<file path="config.mk">
export PLATFORM = sky130hd
export DESIGN_NAME = spi_master_register_transfer_unit_flat
export DESIGN_NICKNAME = d
export VERILOG_FILES = /design/src/rtl/spi_mrt_pkg.sv /design/src/rtl/spi_mrt_if.sv /design/src/rtl/spi_mrt_txbuf.sv /design/src/rtl/spi_mrt_seq.sv /design/src/rtl/spi_master_register_transfer_unit.sv /design/src/flat_wrapper.sv
export SDC_FILE = /design/constraint.sdc
export NUM_CORES = 1
export LEC_CHECK = 0
export ABC_AREA = 1
export ABC_CLOCK_PERIOD_IN_PS = 2390
export BUFFER_PORTS_ARGS = -buffer_cell sky130_fd_sc_hd__buf_4
export CORE_MARGIN = 2
export CORE_UTILIZATION = 35
export DETAILED_ROUTE_END_ITERATION = 8
export SYNTH_ARGS = -nofsm -noshare
export SYNTH_HDL_FRONTEND = slang
export SYNTH_HIERARCHICAL = 1
export SYNTH_SLANG_ARGS = --single-unit
</file>
<file path="constraint.sdc">
create_clock -name i_clk -period 2.39 [get_ports i_clk]
set_input_delay 0.3585 -clock i_clk [delete_from_list [all_inputs] [get_ports i_clk]]
set_output_delay 0.3585 -clock i_clk [all_outputs]
set_load 0.01 [all_outputs]
</file>
<file path="src/rtl/spi_mrt_pkg.sv">
// Shared types and constants for the SPI master register transfer unit.
// Used by the channel interfaces, the sequencer, the transmit buffer and the top level.
// No dependencies.
package spi_mrt_pkg;

    localparam int PTR_W    = 5;   // load index and send pointer width
    localparam int CNT_W    = 6;   // byte count, remaining counts, receive pointer
    localparam int TX_SLOTS = 32;  // entries a 5-bit index can reach

    localparam logic [7:0] DUMMY_BYTE = 8'hFF;

    localparam logic [1:0] OP_LOAD     = 2'd0;
    localparam logic [1:0] OP_START_RD = 2'd1;
    localparam logic [1:0] OP_START_WR = 2'd2;
    localparam logic [1:0] OP_RX       = 2'd3;

    localparam logic [1:0] PH_IDLE  = 2'd0;
    localparam logic [1:0] PH_ADDR  = 2'd1;
    localparam logic [1:0] PH_WRITE = 2'd2;
    localparam logic [1:0] PH_READ  = 2'd3;

    typedef struct packed {
        logic [1:0]       opcode;
        logic [7:0]       addr_byte;
        logic [CNT_W-1:0] byte_count;
        logic [PTR_W-1:0] load_index;
        logic [7:0]       load_data;
        logic [7:0]       rx_byte;
    } t_in_item;

    typedef struct packed {
        logic             send_valid;
        logic [7:0]       send_byte;
        logic             store_valid;
        logic [CNT_W-1:0] store_index;
        logic [7:0]       store_data;
        logic             done_res;
        logic [1:0]       phase;
        logic             rejected;
    } t_out_item;

    typedef struct packed {
        logic             en;
        logic [PTR_W-1:0] idx;
        logic [7:0]       data;
    } t_tx_wr;

endpackage

</file>
<file path="src/rtl/spi_mrt_if.sv">
// Valid/ready channel interfaces for the input items and the result items.
// Depends on spi_mrt_pkg for the payload types.
interface spi_mrt_in_if;
    import spi_mrt_pkg::*;
    logic     valid;
    logic     ready;
    t_in_item data;
    modport source (output valid, output data, input ready);
    modport sink   (input valid, input data, output ready);
endinterface

interface spi_mrt_out_if;
    import spi_mrt_pkg::*;
    logic      valid;
    logic      ready;
    t_out_item data;
    modport source (output valid, output data, input ready);
    modport sink   (input valid, input data, output ready);
endinterface

</file>
<file path="src/rtl/spi_mrt_txbuf.sv">
// Transmit byte buffer: one write port for load items, one read port at the send pointer.
// Depends on spi_mrt_pkg.
module spi_mrt_txbuf #(
    parameter int BUF_LEN = 32
) (
    input  logic                           i_clk,
    input  spi_mrt_pkg::t_tx_wr            i_wr,
    input  logic [spi_mrt_pkg::PTR_W-1:0]  i_rd_ptr,
    output logic [7:0]                     o_rd_data
);
    import spi_mrt_pkg::*;

    localparam int DEPTH = (BUF_LEN < TX_SLOTS) ? BUF_LEN : TX_SLOTS;
    localparam int IDX_W = (DEPTH > 1) ? $clog2(DEPTH) : 1;

    logic [7:0] r_store [DEPTH];

    // Writes are already range checked by the sequencer.
    always_ff @(posedge i_clk) begin
        if (i_wr.en) begin
            r_store[i_wr.idx[IDX_W-1:0]] <= i_wr.data;
        end
    end

    // An out-of-range pointer is masked by the sequencer.
    assign o_rd_data = r_store[i_rd_ptr[IDX_W-1:0]];

endmodule

</file>
<file path="src/rtl/spi_mrt_seq.sv">
// Transaction sequencer: phase, remaining counts and pointers, and the result of one item.
// Depends on spi_mrt_pkg; reads the transmit buffer through spi_mrt_txbuf.
module spi_mrt_seq #(
    parameter int BUF_LEN = 32
) (
    input  logic                           i_clk,
    input  logic                           i_rst_n,
    input  logic                           i_en,
    input  spi_mrt_pkg::t_in_item          i_item,
    input  logic [7:0]                     i_tx_data,
    output logic [spi_mrt_pkg::PTR_W-1:0]  o_tx_rd_ptr,
    output spi_mrt_pkg::t_tx_wr            o_tx_wr,
    output spi_mrt_pkg::t_out_item         o_res
);
    import spi_mrt_pkg::*;

    localparam logic [7:0] BUF_LIM = 8'(BUF_LEN);

    logic [1:0]       r_phase,     n_phase;
    logic [CNT_W-1:0] r_write_rem, n_write_rem;
    logic [CNT_W-1:0] r_read_rem,  n_read_rem;
    logic [PTR_W-1:0] r_send_ptr,  n_send_ptr;
    logic [CNT_W-1:0] r_recv_ptr,  n_recv_ptr;

    logic [CNT_W-1:0] cnt_sat;
    logic [CNT_W-1:0] read_dec;
    logic [7:0]       data_byte;
    t_out_item        res;

    assign o_tx_rd_ptr = r_send_ptr;

    // Data byte at the send pointer; positions past the buffer send zero.
    assign data_byte = ({3'b000, r_send_ptr} < BUF_LIM) ? i_tx_data : 8'h00;

    assign cnt_sat = ({2'b00, i_item.byte_count} > BUF_LIM) ? BUF_LIM[CNT_W-1:0]
                                                             : i_item.byte_count;
    assign read_dec = (r_read_rem != '0) ? (r_read_rem - 1'b1) : r_read_rem;

    always_comb begin
        o_tx_wr.en   = (i_item.opcode == OP_LOAD) && ({3'b000, i_item.load_index} < BUF_LIM);
        o_tx_wr.idx  = i_item.load_index;
        o_tx_wr.data = i_item.load_data;
    end

    always_comb begin
        n_phase     = r_phase;
        n_write_rem = r_write_rem;
        n_read_rem  = r_read_rem;
        n_send_ptr  = r_send_ptr;
        n_recv_ptr  = r_recv_ptr;
        res         = '0;

        case (i_item.opcode)
            OP_START_RD, OP_START_WR: begin
                if (r_phase != PH_IDLE) begin
                    res.rejected = 1'b1;
                end else begin
                    n_read_rem     = (i_item.opcode == OP_START_RD) ? cnt_sat : '0;
                    n_write_rem    = (i_item.opcode == OP_START_WR) ? cnt_sat : '0;
                    n_send_ptr     = '0;
                    n_recv_ptr     = '0;
                    n_phase        = PH_ADDR;
                    res.send_valid = 1'b1;
                    res.send_byte  = i_item.addr_byte;
                end
            end
            OP_RX: begin
                if (r_phase != PH_IDLE) begin
                    res.store_valid = 1'b1;
                    res.store_index = r_recv_ptr;
                    res.store_data  = i_item.rx_byte;
                    n_recv_ptr      = r_recv_ptr + 1'b1;
                    case (r_phase)
                        PH_ADDR, PH_WRITE: begin
                            if (r_phase == PH_ADDR && r_read_rem != '0) begin
                                n_phase        = PH_READ;
                                res.send_valid = 1'b1;
                                res.send_byte  = DUMMY_BYTE;
                            end else if (r_write_rem != '0) begin
                                n_phase        = PH_WRITE;
                                res.send_valid = 1'b1;
                                res.send_byte  = data_byte;
                                n_send_ptr     = r_send_ptr + 1'b1;
                                n_write_rem    = r_write_rem - 1'b1;
                            end else begin
                                n_phase      = PH_IDLE;
                                res.done_res = 1'b1;
                            end
                        end
                        default: begin
                            n_read_rem = read_dec;
                            if (read_dec == '0) begin
                                n_phase      = PH_IDLE;
                                res.done_res = 1'b1;
                            end else begin
                                res.send_valid = 1'b1;
                                res.send_byte  = DUMMY_BYTE;
                            end
                        end
                    endcase
                end
            end
            default: begin
                // Load items only touch the transmit buffer.
            end
        endcase

        res.phase = n_phase;
    end

    assign o_res = res;

    always_ff @(posedge i_clk) begin
        if (!i_rst_n) begin
            r_phase     <= PH_IDLE;
            r_write_rem <= '0;
            r_read_rem  <= '0;
            r_send_ptr  <= '0;
            r_recv_ptr  <= '0;
        end else if (i_en) begin
            r_phase     <= n_phase;
            r_write_rem <= n_write_rem;
            r_read_rem  <= n_read_rem;
            r_send_ptr  <= n_send_ptr;
            r_recv_ptr  <= n_recv_ptr;
        end
    end

    a_idle_counts_clear: assert property (@(posedge i_clk) disable iff (!i_rst_n)
        (r_phase == PH_IDLE) |-> (r_read_rem == '0 && r_write_rem == '0))
        else $error("idle phase with a nonzero remaining count");

    a_write_no_read: assert property (@(posedge i_clk) disable iff (!i_rst_n)
        (r_phase == PH_WRITE) |-> (r_read_rem == '0))
        else $error("write phase with a pending read count");

    a_start_enters_addr: assert property (@(posedge i_clk) disable iff (!i_rst_n)
        (i_en && r_phase == PH_IDLE &&
         (i_item.opcode == OP_START_RD || i_item.opcode == OP_START_WR))
        |=> (r_phase == PH_ADDR))
        else $error("start while idle did not enter the address phase");

endmodule

</file>
<file path="src/rtl/spi_master_register_transfer_unit.sv">
// Top level of the SPI master register transfer unit: input register, sequencer, result register.
// Depends on spi_mrt_pkg, spi_mrt_if, spi_mrt_txbuf and spi_mrt_seq.
//
// The unit has one input channel (i_in) and one result channel (o_out), both valid/ready.
// A transfer happens at a rising edge where valid and ready are both high. Every input item
// gives exactly one result item, in order. Load items fill the transmit buffer; start items
// send the register address and open a read or a write; received-byte items store the byte
// and tell which byte, if any, the SPI shifter sends next, and when chip select releases.
//
// An accepted item sits in the input register until the result register is free; then the
// sequencer updates its state and writes the result register at the same edge. The sustained
// rate is one item per cycle while the receiver takes results, as the phase update is short.
//
// When the receiver stalls, the result register holds its item and the input register
// still takes one more item; after that i_in.ready falls until o_out.ready returns.
// Synchronous active-low reset empties both registers and puts the sequencer in the idle
// phase with all counts and pointers at zero. The transmit buffer is not cleared: entries
// must be loaded before a write sends them.
module spi_master_register_transfer_unit #(
    parameter int BUF_LEN = 32
) (
    input  logic                 i_clk,
    input  logic                 i_rst_n,
    spi_mrt_in_if.sink           i_in,
    spi_mrt_out_if.source        o_out
);
    import spi_mrt_pkg::*;

    logic             r_s1_valid;
    t_in_item         r_s1;
    logic             r_out_valid;
    t_out_item        r_out;

    logic             out_take;
    logic             s1_adv;
    t_out_item        seq_res;
    t_tx_wr           tx_wr;
    logic [PTR_W-1:0] tx_rd_ptr;
    logic [7:0]       tx_rd_data;

    // The result register frees up when it is empty or its item is being taken.
    assign out_take = !r_out_valid || o_out.ready;
    // The held item is processed exactly in the cycle it moves into the result register.
    assign s1_adv   = r_s1_valid && out_take;
    assign i_in.ready = !r_s1_valid || out_take;

    always_ff @(posedge i_clk) begin
        if (!i_rst_n) begin
            r_s1_valid <= 1'b0;
        end else if (i_in.ready) begin
            r_s1_valid <= i_in.valid;
        end
    end

    always_ff @(posedge i_clk) begin
        if (i_in.valid && i_in.ready) begin
            r_s1 <= i_in.data;
        end
    end

    spi_mrt_seq #(
        .BUF_LEN (BUF_LEN)
    ) u_seq (
        .i_clk       (i_clk),
        .i_rst_n     (i_rst_n),
        .i_en        (s1_adv),
        .i_item      (r_s1),
        .i_tx_data   (tx_rd_data),
        .o_tx_rd_ptr (tx_rd_ptr),
        .o_tx_wr     (tx_wr),
        .o_res       (seq_res)
    );

    // Only processed load items may write the buffer.
    t_tx_wr tx_wr_gated;
    always_comb begin
        tx_wr_gated    = tx_wr;
        tx_wr_gated.en = tx_wr.en && s1_adv;
    end

    spi_mrt_txbuf #(
        .BUF_LEN (BUF_LEN)
    ) u_txbuf (
        .i_clk     (i_clk),
        .i_wr      (tx_wr_gated),
        .i_rd_ptr  (tx_rd_ptr),
        .o_rd_data (tx_rd_data)
    );

    always_ff @(posedge i_clk) begin
        if (!i_rst_n) begin
            r_out_valid <= 1'b0;
        end else if (out_take) begin
            r_out_valid <= r_s1_valid;
        end
    end

    always_ff @(posedge i_clk) begin
        if (s1_adv) begin
            r_out <= seq_res;
        end
    end

    assign o_out.valid = r_out_valid;
    assign o_out.data  = r_out;

    a_done_is_idle: assert property (@(posedge i_clk) disable iff (!i_rst_n)
        (r_out_valid && r_out.done_res) |-> (r_out.phase == PH_IDLE))
        else $error("done reported while the phase is not idle");

    a_reject_is_quiet: assert property (@(posedge i_clk) disable iff (!i_rst_n)
        (r_out_valid && r_out.rejected) |-> (!r_out.send_valid && !r_out.store_valid))
        else $error("rejected start also sent or stored a byte");

endmodule
</file>
<file path="src/flat_wrapper.sv">
// flat-port wrapper written by rule: the top's interface ports become plain ports
module spi_master_register_transfer_unit_flat import spi_mrt_pkg::*;
#(
    parameter int BUF_LEN = 32
)
  (i_clk, i_rst_n, i_in_valid, i_in_data, i_in_ready, o_out_valid, o_out_data, o_out_ready);
  spi_mrt_in_if i_in_i ();
  spi_mrt_out_if o_out_i ();
  input  logic i_clk;
  input  logic i_rst_n;
  input wire logic [$bits(i_in_i.valid)-1:0] i_in_valid;
  input wire logic [$bits(i_in_i.data)-1:0] i_in_data;
  output wire logic [$bits(i_in_i.ready)-1:0] i_in_ready;
  output wire logic [$bits(o_out_i.valid)-1:0] o_out_valid;
  output wire logic [$bits(o_out_i.data)-1:0] o_out_data;
  input wire logic [$bits(o_out_i.ready)-1:0] o_out_ready;
  assign i_in_i.valid = i_in_valid;
  assign i_in_i.data = i_in_data;
  assign i_in_ready = i_in_i.ready;
  assign o_out_valid = o_out_i.valid;
  assign o_out_data = o_out_i.data;
  assign o_out_i.ready = o_out_ready;
  spi_master_register_transfer_unit #(.BUF_LEN(BUF_LEN)) u_core (.i_clk(i_clk), .i_rst_n(i_rst_n), .i_in(i_in_i), .o_out(o_out_i));
endmodule
</file>
==> results.sh <==
export IMPL_status="completed"
export IMPL_fin_crit_sh_pct=90.2
export IMPL_cts_post_setup_buffers_inserted=0
export IMPL_vias_per_cell=4.94
export IMPL_antenna_found_initial=0
export IMPL_dp_cells=1946
export IMPL_crit_top_cell="nand2_1"
export IMPL_multi_input_area_sq_mm=0.00381
export IMPL_cts_sinks=348
export IMPL_synthCells=1344
export IMPL_dieArea_sq_mm=0.0439
export IMPL_grt_max_degree=97
export IMPL_cts_buffers=36
export IMPL_layout_common_cells="nand2_1, edfxtp_1, nand3_1, buf_4, nor2_1"
export IMPL_start_util_pct=35.4
export IMPL_post_route_drc_count=0
export IMPL_avgSynthCellArea_sq_um=11.0
export IMPL_clock_skew_ns=0.0134
export IMPL_drt_wl_total_microns=36100
export IMPL_rsz0062_at_grt="no"
export IMPL_tns_ns=0
export IMPL_cts_root_buf="clkbuf_16"
export IMPL_syn2layout_area_growth_pct=17.6
export IMPL_antenna_cells=0
export IMPL_critPathSlowestCell="dfxtp_4"
export IMPL_gr_usage_all_layers_pct=16.3
export IMPL_path_depth=14
export IMPL_slew_headroom_pct=63.4
export IMPL_finalPower_uw=13100
export IMPL_ys_warn_count=6
export IMPL_place_gp_congestion=0.873
export IMPL_drt_iter0_drc=868
export IMPL_dr_pass1_iters=6
export IMPL_crit_required_ns=2.74
export IMPL_path_buf_inv=2
export IMPL_path_class="flip-flop to flip-flop"
export IMPL_hold_start="i_in_data[26]"
export IMPL_cts_reportedPaths_clkPinSlew_ns=0.06
export IMPL_dr_total_vias=10100
export IMPL_cts_resized=0
export IMPL_io_buffer_count=70
export IMPL_reg2reg_depth=14
export IMPL_coreArea_sq_mm=0.0419
export IMPL_worst_pin_slew_ns=0.549
export IMPL_path_max_fanout=96
export IMPL_layout_commonest_cell="nand2_1"
export IMPL_fin_ws_ns=0.234
export IMPL_postRouteAntennaNets=0
export IMPL_nNetsFinal=1526
export IMPL_vdd_drop_max_mv=0.543
export IMPL_synth_seq_area_share_pct=68.8
export IMPL_synth_seq_cells=348
export IMPL_p_per_area_mw_per_mm2=754
export IMPL_die_width_microns=210
export IMPL_syn_area_sq_mm=0.0148
export IMPL_finalCriticalPeriod_ns=2.16
export IMPL_critPathLaunchType="flip-flop"
export IMPL_setup_viol_count_final=0
export IMPL_die_h_microns=210
export IMPL_synth_nets=1397
export IMPL_synth_cell_type_count=35
export IMPL_worstSetupStartpoint="u_core/u_seq/o_tx_rd_ptr[0]"
export IMPL_ios=71
export IMPL_grt_overflow=0
export IMPL_leakage_uw=0.00662
export IMPL_r2r_slack_ns=0.23
export IMPL_insertion_delay_ns=0.52
export IMPL_grt_pass1_wl_microns=55600
export IMPL_fmax_ghz=0.464
export IMPL_crit_path_end_kind="flip-flop"
export IMPL_routedWlPerCell_microns=17.7
export IMPL_rr_startpoint="u_core/u_seq/o_tx_rd_ptr[0]"
export IMPL_crit_end="u_core/o_out.data[26]"
export IMPL_nFillCells=3970
export IMPL_hpwlAfterDp_microns=22700
export IMPL_rows=75
export IMPL_worstReg2RegEnd="u_core/o_out.data[26]"
export IMPL_preCtsSetupSlack_ns=0.267
export IMPL_hold_class="input port to flip-flop"
export IMPL_hold_viol_final=0
export IMPL_clock_path_buffers=3
export IMPL_cts_tree="done"
export IMPL_hold_buffers=28
export IMPL_whs_ns=0.0220
export IMPL_cp_cell_sequence="clkinv_2 > buf_12 > nand2_1 > nand3_1 > nand3_1 > nand2_1 > nand2_1 > nand2_1 > nand2_1 > nand2_1 > nand2_1 > nand2_1 > nand2_1 > a21oi_1"
export IMPL_crit_family="simple AND/OR/NAND/NOR gates"
export IMPL_grt_pass1_vias=9820
export IMPL_cp_slowest_stage_delay_ns=0.37
export IMPL_arrival_ns=2.50
export IMPL_cap_violations=0
export IMPL_drive_above_1_share_pct=13.5
export IMPL_slew_viol_final=0
export IMPL_regArea_sq_mm=0.0102
export IMPL_final_cells=2035
export IMPL_htree_levels=2
[registers in the layout (all words and copies together), names as in the netlist]
name / count
u_core/u_txbuf/r_store: 256
u_core/u_seq/r_write_rem: 6
u_core/u_seq/r_recv_ptr: 6
u_core/o_out.data: 28
u_core/o_out.valid: 1
u_core/r_s1_valid: 1
u_core/r_s1: 37
u_core/u_seq/r_read_rem: 6
u_core/u_seq/r_phase: 2
u_core/u_seq/o_tx_rd_ptr: 5
[cells by family after synthesis]
group / Yosys count / share of synthesized area, %
xor gates and xnor gates: 4 / 0.237
AOI/OAI and AO/OA: 72 / 2.59
adders and majority gates: 12 / 1.01
buffers and inverters: 145 / 5.46
and+or+nand+nor: 763 / 21.9
DFF: 348 / 68.8
[where the power goes]
| part | internal (uW) | switching, uW |
|---|---|---|
| clock | 3130 | 2200 |
| sequential | 6750 | 57.8 |
| combinational | 326 | 670 |
[final cells by class]
cell class                      count  share of cell area (%)
Sequential cell                   348                    58.5
Multi-Input combinational cell    851                    21.9
Timing Repair Buffer              160                    7.73
Clock buffer                       42                    5.43
Tap cell                          539                    3.87
Inverter                           76                    1.65
Clock inverter                     19                   0.906
[per-layer routing]
layer  GRT usage [%]  share of wire [%]
met3            2.11                5.4
met4            5.21                2.1
met5               0                  0
met2            27.0                 48
met1            22.3                 44
[synthesized netlist by cell type]
master / count / area [sq um]
inv_2: 8 / 30.0
nand2_4: 1 / 11.3
buf_2: 16 / 80.1
nand3_4: 1 / 17.5
buf_4: 17 / 128
nand4_1: 2 / 12.5
a21oi_2: 1 / 8.76
nand3b_1: 1 / 7.51
nand2_1: 455 / 1710
ha_1: 12 / 150
o21ai_0: 10 / 50.1
buf_6: 24 / 270
nor2_1: 70 / 263
buf_1: 2 / 7.51
a31oi_1: 2 / 12.5
o21ai_1: 12 / 60.1
nor2_4: 3 / 33.8
nor3_1: 4 / 20.0
clkbuf_1: 10 / 37.5
a21oi_1: 40 / 200
xor2_1: 4 / 35.0
nand3_1: 217 / 1090
nand3_2: 2 / 20.0
a22oi_1: 2 / 15.0
edfxtp_1: 321 / 9640
dfxtp_1: 27 / 541
o32ai_1: 1 / 8.76
nor3b_1: 1 / 7.51
nor3_4: 2 / 32.5
nor2_2: 2 / 12.5
o31ai_1: 2 / 15.0
inv_1: 67 / 251
nand2_2: 2 / 12.5
o22ai_1: 2 / 12.5
clkinv_1: 1 / 3.75
[how the worst min path moves through the flow]
stage                                        endpoint  slack (ns)  depth (start not counted)
final                                 u_core/r_s1[26]        0.02                          1
after global routing                  u_core/r_s1[29]       0.001                          1
after CTS                             u_core/r_s1[29]      0.0006                          1
after detailed placement   u_core/u_seq/r_recv_ptr[1]        0.48                          2
after global placement             u_core/o_out.valid        0.46                          2
after floorplan           u_core/u_seq/r_write_rem[1]        0.45                          2
[stage by stage]
stage                     cell area [sq um]  utilization [%]
after floorplan                       14800                -
after global placement                16000             38.3
after detailed placement              16000             38.3
after CTS                             17400             41.6
after global routing                  17400             41.6
final                                 17400             41.6
Power figures use the tool's default switching activity.
